===== src/esd_pkg.sv =====
// Shared types, character codes and helpers for the escape sequence decoder.
package esd_pkg;

	// Input and result transaction payloads
	typedef struct packed {
		logic [7:0] in_byte;
		logic       in_last;
	} esd_in_t;

	typedef struct packed {
		logic [7:0] out_byte;
		logic       out_last;
	} esd_out_t;

	// Up to three decoded bytes produced by one input transaction
	localparam int unsigned MaxResults = 3;

	typedef struct packed {
		logic [1:0]                  cnt;
		logic [MaxResults-1:0][7:0]  bytes;
		logic                        last;
	} esd_bundle_t;

	// Character codes
	localparam logic [7:0] CH_BSLASH = 8'h5c;
	localparam logic [7:0] CH_DOLLAR = 8'h24;
	localparam logic [7:0] CH_DQUOTE = 8'h22;
	localparam logic [7:0] CH_LC_N   = 8'h6e;
	localparam logic [7:0] CH_LC_R   = 8'h72;
	localparam logic [7:0] CH_LC_T   = 8'h74;
	localparam logic [7:0] CH_LC_B   = 8'h62;
	localparam logic [7:0] CH_LC_F   = 8'h66;
	localparam logic [7:0] CH_LC_X   = 8'h78;
	localparam logic [7:0] CH_UC_X   = 8'h58;
	localparam logic [7:0] CH_ZERO   = 8'h30;
	localparam logic [7:0] CH_SEVEN  = 8'h37;
	localparam logic [7:0] CH_NINE   = 8'h39;
	localparam logic [7:0] CH_LC_A   = 8'h61;
	localparam logic [7:0] CH_UC_A   = 8'h41;
	localparam logic [7:0] CH_UC_F   = 8'h46;

	// Control codes the single-character escapes map to
	localparam logic [7:0] CODE_LF = 8'h0a;
	localparam logic [7:0] CODE_CR = 8'h0d;
	localparam logic [7:0] CODE_HT = 8'h09;
	localparam logic [7:0] CODE_VT = 8'h0b;
	localparam logic [7:0] CODE_FF = 8'h0c;

	// Hex digit test: bit 4 flags a digit, bits 3:0 give its value
	function automatic logic [4:0] hex_digit(input logic [7:0] c);
		logic [7:0] d;
		d = 8'h00;
		if (c inside {[CH_ZERO:CH_NINE]}) begin
			d = c - CH_ZERO;
			return {1'b1, d[3:0]};
		end else if (c inside {[CH_LC_A:CH_LC_F]}) begin
			d = c - CH_LC_A + 8'd10;
			return {1'b1, d[3:0]};
		end else if (c inside {[CH_UC_A:CH_UC_F]}) begin
			d = c - CH_UC_A + 8'd10;
			return {1'b1, d[3:0]};
		end
		return 5'b0_0000;
	endfunction

	function automatic logic is_octal(input logic [7:0] c);
		return (c inside {[CH_ZERO:CH_SEVEN]});
	endfunction

endpackage


===== src/esd_decode.sv =====
// Input register, escape state and single-pass decode of one transaction.
module esd_decode import esd_pkg::*; (
	input  logic        clk,
	input  logic        arst_n,
	input  logic        in_valid,
	output logic        in_stall,
	input  esd_in_t     in_item,
	input  logic        room,
	output logic        load,
	output esd_bundle_t bundle
);

	typedef enum logic [2:0] {
		MODE_PLAIN = 3'd0,
		MODE_ESC   = 3'd1,
		MODE_HEX   = 3'd2,
		MODE_OCT   = 3'd3
	} mode_t;

	logic        valid_s1;
	esd_in_t     item_s1;
	mode_t       mode_q;
	logic [7:0]  value_q;
	logic [1:0]  count_q;
	logic [7:0]  letter_q;

	mode_t       m;
	logic [7:0]  v;
	logic [1:0]  dc;
	logic [7:0]  l;
	logic [1:0]  n;
	logic [MaxResults-1:0][7:0] res;
	logic [4:0]  hd;
	logic [7:0]  c;
	logic        advance;

	assign c  = item_s1.in_byte;
	assign hd = hex_digit(c);

	// Decode one byte against the escape state
	always_comb begin
		m   = mode_q;
		v   = value_q;
		dc  = count_q;
		l   = letter_q;
		n   = 2'd0;
		res = '0;

		case (mode_q)
			MODE_ESC: begin
				case (c)
					CH_LC_N: begin res[n] = CODE_LF; n = n + 2'd1; end
					CH_LC_R: begin res[n] = CODE_CR; n = n + 2'd1; end
					CH_LC_T: begin res[n] = CODE_HT; n = n + 2'd1; end
					CH_LC_B: begin res[n] = CODE_VT; n = n + 2'd1; end
					CH_LC_F: begin res[n] = CODE_FF; n = n + 2'd1; end
					CH_BSLASH, CH_DOLLAR, CH_DQUOTE: begin
						res[n] = c; n = n + 2'd1;
					end
					CH_LC_X, CH_UC_X: begin
						m = MODE_HEX;
						l = c;
						v = 8'h00;
						dc = 2'd0;
					end
					default: begin
						if (is_octal(c)) begin
							m = MODE_OCT;
							v = {5'b0, c[2:0]};
							dc = 2'd1;
						end else begin
							res[n] = CH_BSLASH; n = n + 2'd1;
							res[n] = c;         n = n + 2'd1;
						end
					end
				endcase
				if (m == MODE_ESC) begin
					m = MODE_PLAIN; v = 8'h00; dc = 2'd0; l = 8'h00;
				end
			end
			MODE_HEX, MODE_OCT: begin
				if (mode_q == MODE_HEX && hd[4]) begin
					v = {v[3:0], hd[3:0]};
					dc = dc + 2'd1;
					if (dc == 2'd2) begin
						res[n] = v; n = n + 2'd1;
						m = MODE_PLAIN; v = 8'h00; dc = 2'd0; l = 8'h00;
					end
				end else if (mode_q == MODE_OCT && is_octal(c)) begin
					v = {v[4:0], c[2:0]};
					dc = dc + 2'd1;
					if (dc == 2'd3) begin
						res[n] = v; n = n + 2'd1;
						m = MODE_PLAIN; v = 8'h00; dc = 2'd0; l = 8'h00;
					end
				end else begin
					// Flush the pending escape, then treat the byte as plain text
					if (mode_q == MODE_HEX && dc == 2'd0) begin
						res[n] = CH_BSLASH; n = n + 2'd1;
						res[n] = l;         n = n + 2'd1;
					end else begin
						res[n] = v; n = n + 2'd1;
					end
					m = MODE_PLAIN; v = 8'h00; dc = 2'd0; l = 8'h00;
					if (c == CH_BSLASH) begin
						m = MODE_ESC;
					end else begin
						res[n] = c; n = n + 2'd1;
					end
				end
			end
			default: begin
				m = MODE_PLAIN;
				if (c == CH_BSLASH) begin
					m = MODE_ESC; v = 8'h00; dc = 2'd0;
				end else begin
					res[n] = c; n = n + 2'd1;
				end
			end
		endcase

		// Flush whatever is pending at the end of the string
		if (item_s1.in_last) begin
			case (m)
				MODE_ESC: begin
					res[n] = CH_BSLASH; n = n + 2'd1;
				end
				MODE_HEX: begin
					if (dc == 2'd0) begin
						res[n] = CH_BSLASH; n = n + 2'd1;
						res[n] = l;         n = n + 2'd1;
					end else begin
						res[n] = v; n = n + 2'd1;
					end
				end
				MODE_OCT: begin
					res[n] = v; n = n + 2'd1;
				end
				default: begin
				end
			endcase
			m = MODE_PLAIN; v = 8'h00; dc = 2'd0; l = 8'h00;
		end
	end

	// Advance when the result register can take the bundle, or nothing comes out
	assign advance  = valid_s1 && ((n == 2'd0) || room);
	assign load     = advance && (n != 2'd0);
	assign in_stall = valid_s1 && !advance;

	assign bundle.cnt   = n;
	assign bundle.bytes = res;
	assign bundle.last  = item_s1.in_last;

	// Hold the accepted transaction until it is decoded
	always_ff @(posedge clk or negedge arst_n) begin
		if (!arst_n) begin
			valid_s1 <= 1'b0;
		end else if (in_valid && !in_stall) begin
			valid_s1 <= 1'b1;
		end else if (advance) begin
			valid_s1 <= 1'b0;
		end
	end

	always_ff @(posedge clk) begin
		if (in_valid && !in_stall) begin
			item_s1 <= in_item;
		end
	end

	// Update escape state as each transaction is decoded
	always_ff @(posedge clk or negedge arst_n) begin
		if (!arst_n) begin
			mode_q   <= MODE_PLAIN;
			value_q  <= 8'h00;
			count_q  <= 2'd0;
			letter_q <= 8'h00;
		end else if (advance) begin
			mode_q   <= m;
			value_q  <= v;
			count_q  <= dc;
			letter_q <= l;
		end
	end

endmodule


===== src/esd_outq.sv =====
// Result register holding up to three decoded bytes, drained one per cycle unless stalled.
module esd_outq import esd_pkg::*; (
	input  logic        clk,
	input  logic        arst_n,
	input  logic        load,
	input  esd_bundle_t bundle,
	output logic        room,
	output logic        out_valid,
	input  logic        out_stall,
	output esd_out_t    out_item
);

	logic [1:0]                 cnt_s2;
	logic [MaxResults-1:0][7:0] bytes_s2;
	logic                       last_s2;
	logic                       take;

	assign out_valid         = (cnt_s2 != 2'd0);
	assign take              = out_valid && !out_stall;
	assign room              = (cnt_s2 == 2'd0) || ((cnt_s2 == 2'd1) && !out_stall);
	assign out_item.out_byte = bytes_s2[0];
	assign out_item.out_last = last_s2 && (cnt_s2 == 2'd1);

	// Load a new bundle or shift out the delivered byte
	always_ff @(posedge clk or negedge arst_n) begin
		if (!arst_n) begin
			cnt_s2 <= 2'd0;
		end else if (load) begin
			cnt_s2 <= bundle.cnt;
		end else if (take) begin
			cnt_s2 <= cnt_s2 - 2'd1;
		end
	end

	always_ff @(posedge clk) begin
		if (load) begin
			bytes_s2 <= bundle.bytes;
			last_s2  <= bundle.last;
		end else if (take) begin
			bytes_s2 <= {8'h00, bytes_s2[MaxResults-1:1]};
		end
	end

endmodule


===== src/escape_sequence_decoder.sv =====
// Escape sequence decoder: a transaction passes the input register, is decoded, then
// is loaded into the result register. One input transaction is accepted per cycle while
// each yields at most one byte and out_stall is low; one yielding k bytes (k <= 3)
// holds the result register until the single-byte output port has drained all k.
// Reset (arst_n low, asynchronous) empties both registers and returns to plain text.
module escape_sequence_decoder import esd_pkg::*; (
	input  logic     clk,
	input  logic     arst_n,
	input  logic     in_valid,
	output logic     in_stall,
	input  esd_in_t  in_item,
	output logic     out_valid,
	input  logic     out_stall,
	output esd_out_t out_item
);

	logic        room;
	logic        load;
	esd_bundle_t bundle;

	esd_decode u_decode (
		.clk      (clk),
		.arst_n   (arst_n),
		.in_valid (in_valid),
		.in_stall (in_stall),
		.in_item  (in_item),
		.room     (room),
		.load     (load),
		.bundle   (bundle)
	);

	esd_outq u_outq (
		.clk       (clk),
		.arst_n    (arst_n),
		.load      (load),
		.bundle    (bundle),
		.room      (room),
		.out_valid (out_valid),
		.out_stall (out_stall),
		.out_item  (out_item)
	);

endmodule


===== config.mk =====
export PLATFORM = sky130hd
export DESIGN_NAME = escape_sequence_decoder
export DESIGN_NICKNAME = d
export VERILOG_FILES = /design/src/esd_pkg.sv /design/src/esd_decode.sv /design/src/esd_outq.sv /design/src/escape_sequence_decoder.sv
export SDC_FILE = /design/constraint.sdc
export NUM_CORES = 1
export LEC_CHECK = 0
export BUFFER_PORTS_ARGS = -buffer_cell sky130_fd_sc_hd__buf_2
export CORE_MARGIN = 10
export CORE_UTILIZATION = 45
export CTS_CLUSTER_DIAMETER = 200
export DETAILED_ROUTE_END_ITERATION = 7
export SYNTH_ARGS = -nofsm -noshare
export SYNTH_HDL_FRONTEND = slang
export SYNTH_HIERARCHICAL = 1
export SYNTH_SLANG_ARGS = --single-unit

===== constraint.sdc =====
create_clock -name clk -period 7.6 [get_ports clk]
set_input_delay 0 -clock clk [delete_from_list [all_inputs] [get_ports clk]]
set_output_delay 0 -clock clk [all_outputs]
set_load 0.005 [all_outputs]

==> results_tabular.tex <==
\begin{tabular}{lr}
\hline
Metric & Value \\
\hline
\multicolumn{2}{l}{\textbf{Synth}} \\
\quad Register area share after synthesis & 32.41\% \\
\quad Number of instances in the synthesized netlist & 581 \\
\quad Count of flip-flops with a built-in enable after synthesis & 34 \\
\quad Most used flip-flop cell after synthesis & edfxtp\_1 \\
\quad Synth Area per Inst & 8.612 sq um \\
\quad Area leader, netlist & edfxtp\_1 \\
\quad Warnings, synthesis & 6 \\
\quad Total nets after synthesis & 606 \\
\quad Distinct cell type count of the synthesized netlist & 88 \\
\quad Area of the mapped netlist & 0.005004 sq mm \\
\quad Biggest area contributors in the synthesized netlist & edfxtp\_1 20\%, dfrtp\_1 12\%, mux2\_2 4.3\%, a22oi\_1 4.2\%, o21ai\_0 3.8\% \\
\quad Post-synthesis async set-or-reset flop share & 41.38\% \\
\quad Synth top area share & 20.41\% \\
\quad Flop and latch count out of synthesis & 58 \\
\multicolumn{2}{l}{\textbf{Setup path}} \\
\quad Critical path capture point type & register \\
\quad Category of the worst setup path launch point & register \\
\quad Arrival time of data at the critical path endpoint & 5810 ps \\
\quad Startpoint of the worst-slack reg-to-reg timing path & u\_decode/c[0]\$\_DFFE\_PP\_ \\
\quad Crit Path Class & reg2reg \\
\quad Endpoint required time on the critical path & 7650 ps \\
\quad Maximum fanout count along the critical path & 32 \\
\quad Start point of the critical path & u\_decode/c[0]\$\_DFFE\_PP\_ \\
\multicolumn{2}{l}{\textbf{Pwr}} \\
\quad Static leakage & 2.001 nW \\
\quad Clock network fraction of design power & 25.6\% \\
\quad Power spent charging and discharging nets & 0.0004937 W \\
\quad Fraction of power consumed by combinational cells & 34.9\% \\
\quad Switching part of the total & 36.04\% \\
\quad Internal power of the cells & 0.0008762 W \\
\quad Sequential Power Share & 39.5\% \\
\quad Worst VDD drop & 0.2093 mV \\
\quad Total power divided by cell area & 250.9 mW/mm\^{}2 \\
\quad Total Power & 0.001370 W \\
\multicolumn{2}{l}{\textbf{Die}} \\
\quad Die outline width & 125.4 um \\
\quad Row count & 38 \\
\quad Die Outline Area & 0.01574 sq mm \\
\quad Number of top-level pins & 24 \\
\quad Starting density of the core & 46.16\% \\
\quad Die Y & 125.4 um \\
\quad Core Footprint & 0.01084 sq mm \\
\multicolumn{2}{l}{\textbf{Finish}} \\
\quad Ratio of cells with drive above 1 in the final layout & 16.87\% \\
\quad Sequential Area & 0.001622 sq mm \\
\quad Final core utilization & 50.36\% \\
\quad Combined area of the multi-input logic cells & 0.003025 sq mm \\
\quad Total of fill cells in the finished design & 1,033 \\
\quad Area grow syn2layout & 9.102\% \\
\quad Net count, final & 607 \\
\multicolumn{2}{l}{\textbf{Clock network}} \\
\quad Post-CTS setup buffer count & 0 \\
\quad Largest buffer count on any clock path & 2 \\
\quad Clock H-tree levels & 3 \\
\quad Count of hold buffers inserted by post-cts repair & 12 \\
\quad Number of gates resized after cts & 0 \\
\quad CTS root buf & clkbuf\_8 \\
\quad TritonCTS clock tree & yes \\
\quad Inserted Clock Buffers & 9 \\
\quad Insertion delay of the later-clocked pin in the worst-skew pair & 370 ps \\
\quad Number of sinks driven by the clock tree & 58 \\
\quad Clock-pin slew on the worst setup and hold paths & 70 ps \\
\multicolumn{2}{l}{\textbf{GRT}} \\
\quad Largest net degree at the start of global routing & 33 \\
\quad Final global-route overflow total & 0 \\
\quad Global router's overall resource usage & 21.69\% \\
\quad Vias in the first global route & 4,869 \\
\quad First-pass GRT wire length & 27,600 um \\
\quad Antenna violations before repair & 1 \\
\multicolumn{2}{l}{\textbf{Routing}} \\
\quad Vias & 4,857 \\
\quad Mean routed wirelength per cell & 23.53 um \\
\quad Via count normalized by instance count & 6.672 \\
\quad Number of DRC violations after detailed-routing iteration 0 & 797 \\
\quad Total wire length after detailed routing & 17,130 um \\
\quad Pre-antenna DRT Iters & 6 \\
\quad DR DRC count & 0 \\
\quad Post-detailed-route count of antenna-violating nets & 0 \\
\multicolumn{2}{l}{\textbf{Place}} \\
\quad Count of input and output buffers & 23 \\
\quad Placed wire-length estimate & 12,750 um \\
\quad Routability congestion estimate & 1.011 \\
\multicolumn{2}{l}{\textbf{STA}} \\
\quad Final min period & 5763 ps \\
\quad Worst Tran Pin Value & 975.7 ps \\
\quad Worst setup skew after layout & 8.179 ps \\
\quad Final number of setup-violating endpoints & 0 \\
\quad Hold Fails Final Rpt & 0 \\
\quad Final Slew Violations & 0 \\
\quad Setup\_tns & 0 ps \\
\quad RSZ-0062 raised after global routing & false \\
\quad Ratio of final minimum period to clock period & 75.83\% \\
\quad Final Hold Slack & 149.7 ps \\
\quad Worst slew slack as a fraction of its limit & 34.40\% \\
\quad Fmax & 0.1735 GHz \\
\multicolumn{2}{l}{\textbf{Run}} \\
\quad Reported max-cap violation count & 0 \\
\multicolumn{2}{l}{\textbf{Status}} \\
\quad Outcome & complete, no violations \\
\multicolumn{2}{l}{\textbf{Hold path}} \\
\quad Worst Hold Class & in2async \\
\hline
\end{tabular}
[metal layers]
metal,track usage [%],vias up,wire length (um)
met5,0,-,0
met3,5.408,64,1600
li1,-,2195,-
met1,27.93,2327,7231
met2,32.72,271,7474
met4,11.38,0,825
[critical path: stages, from the launching register on]
cell and delay (ps):
edfxtp_1 570, inv_1 210, ha_1 320, or3b_1 400, o311a_1 230, nor2_1 240, o21ai_2 190, o31ai_1 850
inv_1 210, ha_1 440, nor2_1 180, o41ai_1 80, a22o_1 280, nor2_2 100, buf_4 270, nor2_2 60
buf_4 230, or2_2 560
[cells in the mapped netlist (12+ instances only)]
cell type and count:
a21oi_1 34, a22oi_1 28, a31oi_1 18, and2_1 14
buf_2 13, clkbuf_1 29, dfrtp_1 24, edfxtp_1 34
ha_1 12, inv_1 20, mux2_2 19, nand2_1 48
nand2b_1 30, nand3_1 14, nor2_1 33, o21ai_0 38
[per-stage QoR]
step / area (sq um) / setup slack [ps] / instances
5_1_grt: 5456 / 1469 / 727
4_1_cts: 5456 / 1884 / 727
3_5_place_dp: 5095 / 1902 / 699
6_report: 5459 / 1837 / 728
2_1_floorplan: 5004 / 2702 / 581
3_3_place_gp: 5095 / 2148 / 699
[path summary, 6_finish.rpt]
| kind | slack (ps) | cells past startpoint | to |
|---|---|---|---|
| min in group clk | 340 | 2 | u_decode/c[6]$_DFFE_PP_ |
| min | 150 | 2 | u_decode/letter_q[6]$_DFFE_PN0P_ |
| min reg2reg | 550 | 1 | u_outq/out_item[6]$_DFFE_PP_ |
| max | 1840 | 17 | u_outq/bytes_s2[16]$_SDFFCE_PN0P_ |
| max in group asynchronous | 7080 | 2 | u_decode/letter_q[2]$_DFFE_PN0P_ |
| max reg2reg | 1840 | 17 | u_outq/bytes_s2[16]$_SDFFCE_PN0P_ |
[cell usage in the layout (no fill, tap or decap), drive strengths merged, types with 4 or more instances in the layout]
cell	instances
and2	14
o22ai	11
a22o	7
a22oi	28
o211ai	4
mux2	19
o21bai	4
buf	33
nand2b	30
dlygate4sd3	12
nand2	48
and3	6
a222oi	4
clkinv	5
edfxtp	34
ha	12
nor3	9
o21ai	50
a32oi	5
inv	21
nor2b	6
o311ai	4
nor3b	4
a211oi	8
a21o	5
o31ai	4
o21a	6
a21oi	35
nand3	14
clkbuf	9
nor2	34
a31oi	18
dfrtp	24
[flip-flops by register name (all words and copies together) (netlist names)]
signal and count:
u_outq/bytes_s2 16, u_decode/c 8, u_decode/letter_q 8, u_decode/value_q 8, u_outq/out_item 8, u_decode/mode_q 3, u_decode/count_q 2, u_outq/cnt_s2 2
u_decode/bundle 1, u_decode/valid_s1 1, u_outq/last_s2 1
[kinds of logic after synthesis]
kind of cell,Yosys count,synth area share (%)
xor+xnor,4,0.8504
simple gates,185,19.56
buf+inv,77,7.176
fa+ha+maj,12,3.001
flops,58,32.41
mux,19,4.276
compound gates,226,32.73
[area by class of cell]
type	count	share of cell area, %
antenna	1	0.04584
clock buffer	9	2.269
clock inverter	7	2.154
inverter	22	1.513
multi-input combinational	446	55.42
sequential	58	29.70
tap	140	3.209
timing repair buffer	45	5.684
[power by group through the flow]
| stage | combinational [W] | clock [W] | sequential (W) |
|---|---|---|---|
| 2_1_floorplan | 0.000404 | 0 | 0.000491 |
| 3_3_place_gp | 0.000464 | 0 | 0.000543 |
| 3_5_place_dp | 0.000470 | 0 | 0.000545 |
| 4_1_cts | 0.000477 | 0.000361 | 0.000540 |
| 5_1_grt | 0.000525 | 0.000373 | 0.000553 |
| 6_report | 0.000478 | 0.000351 | 0.000542 |
Note: power is estimated with default switching activity, not from simulation.
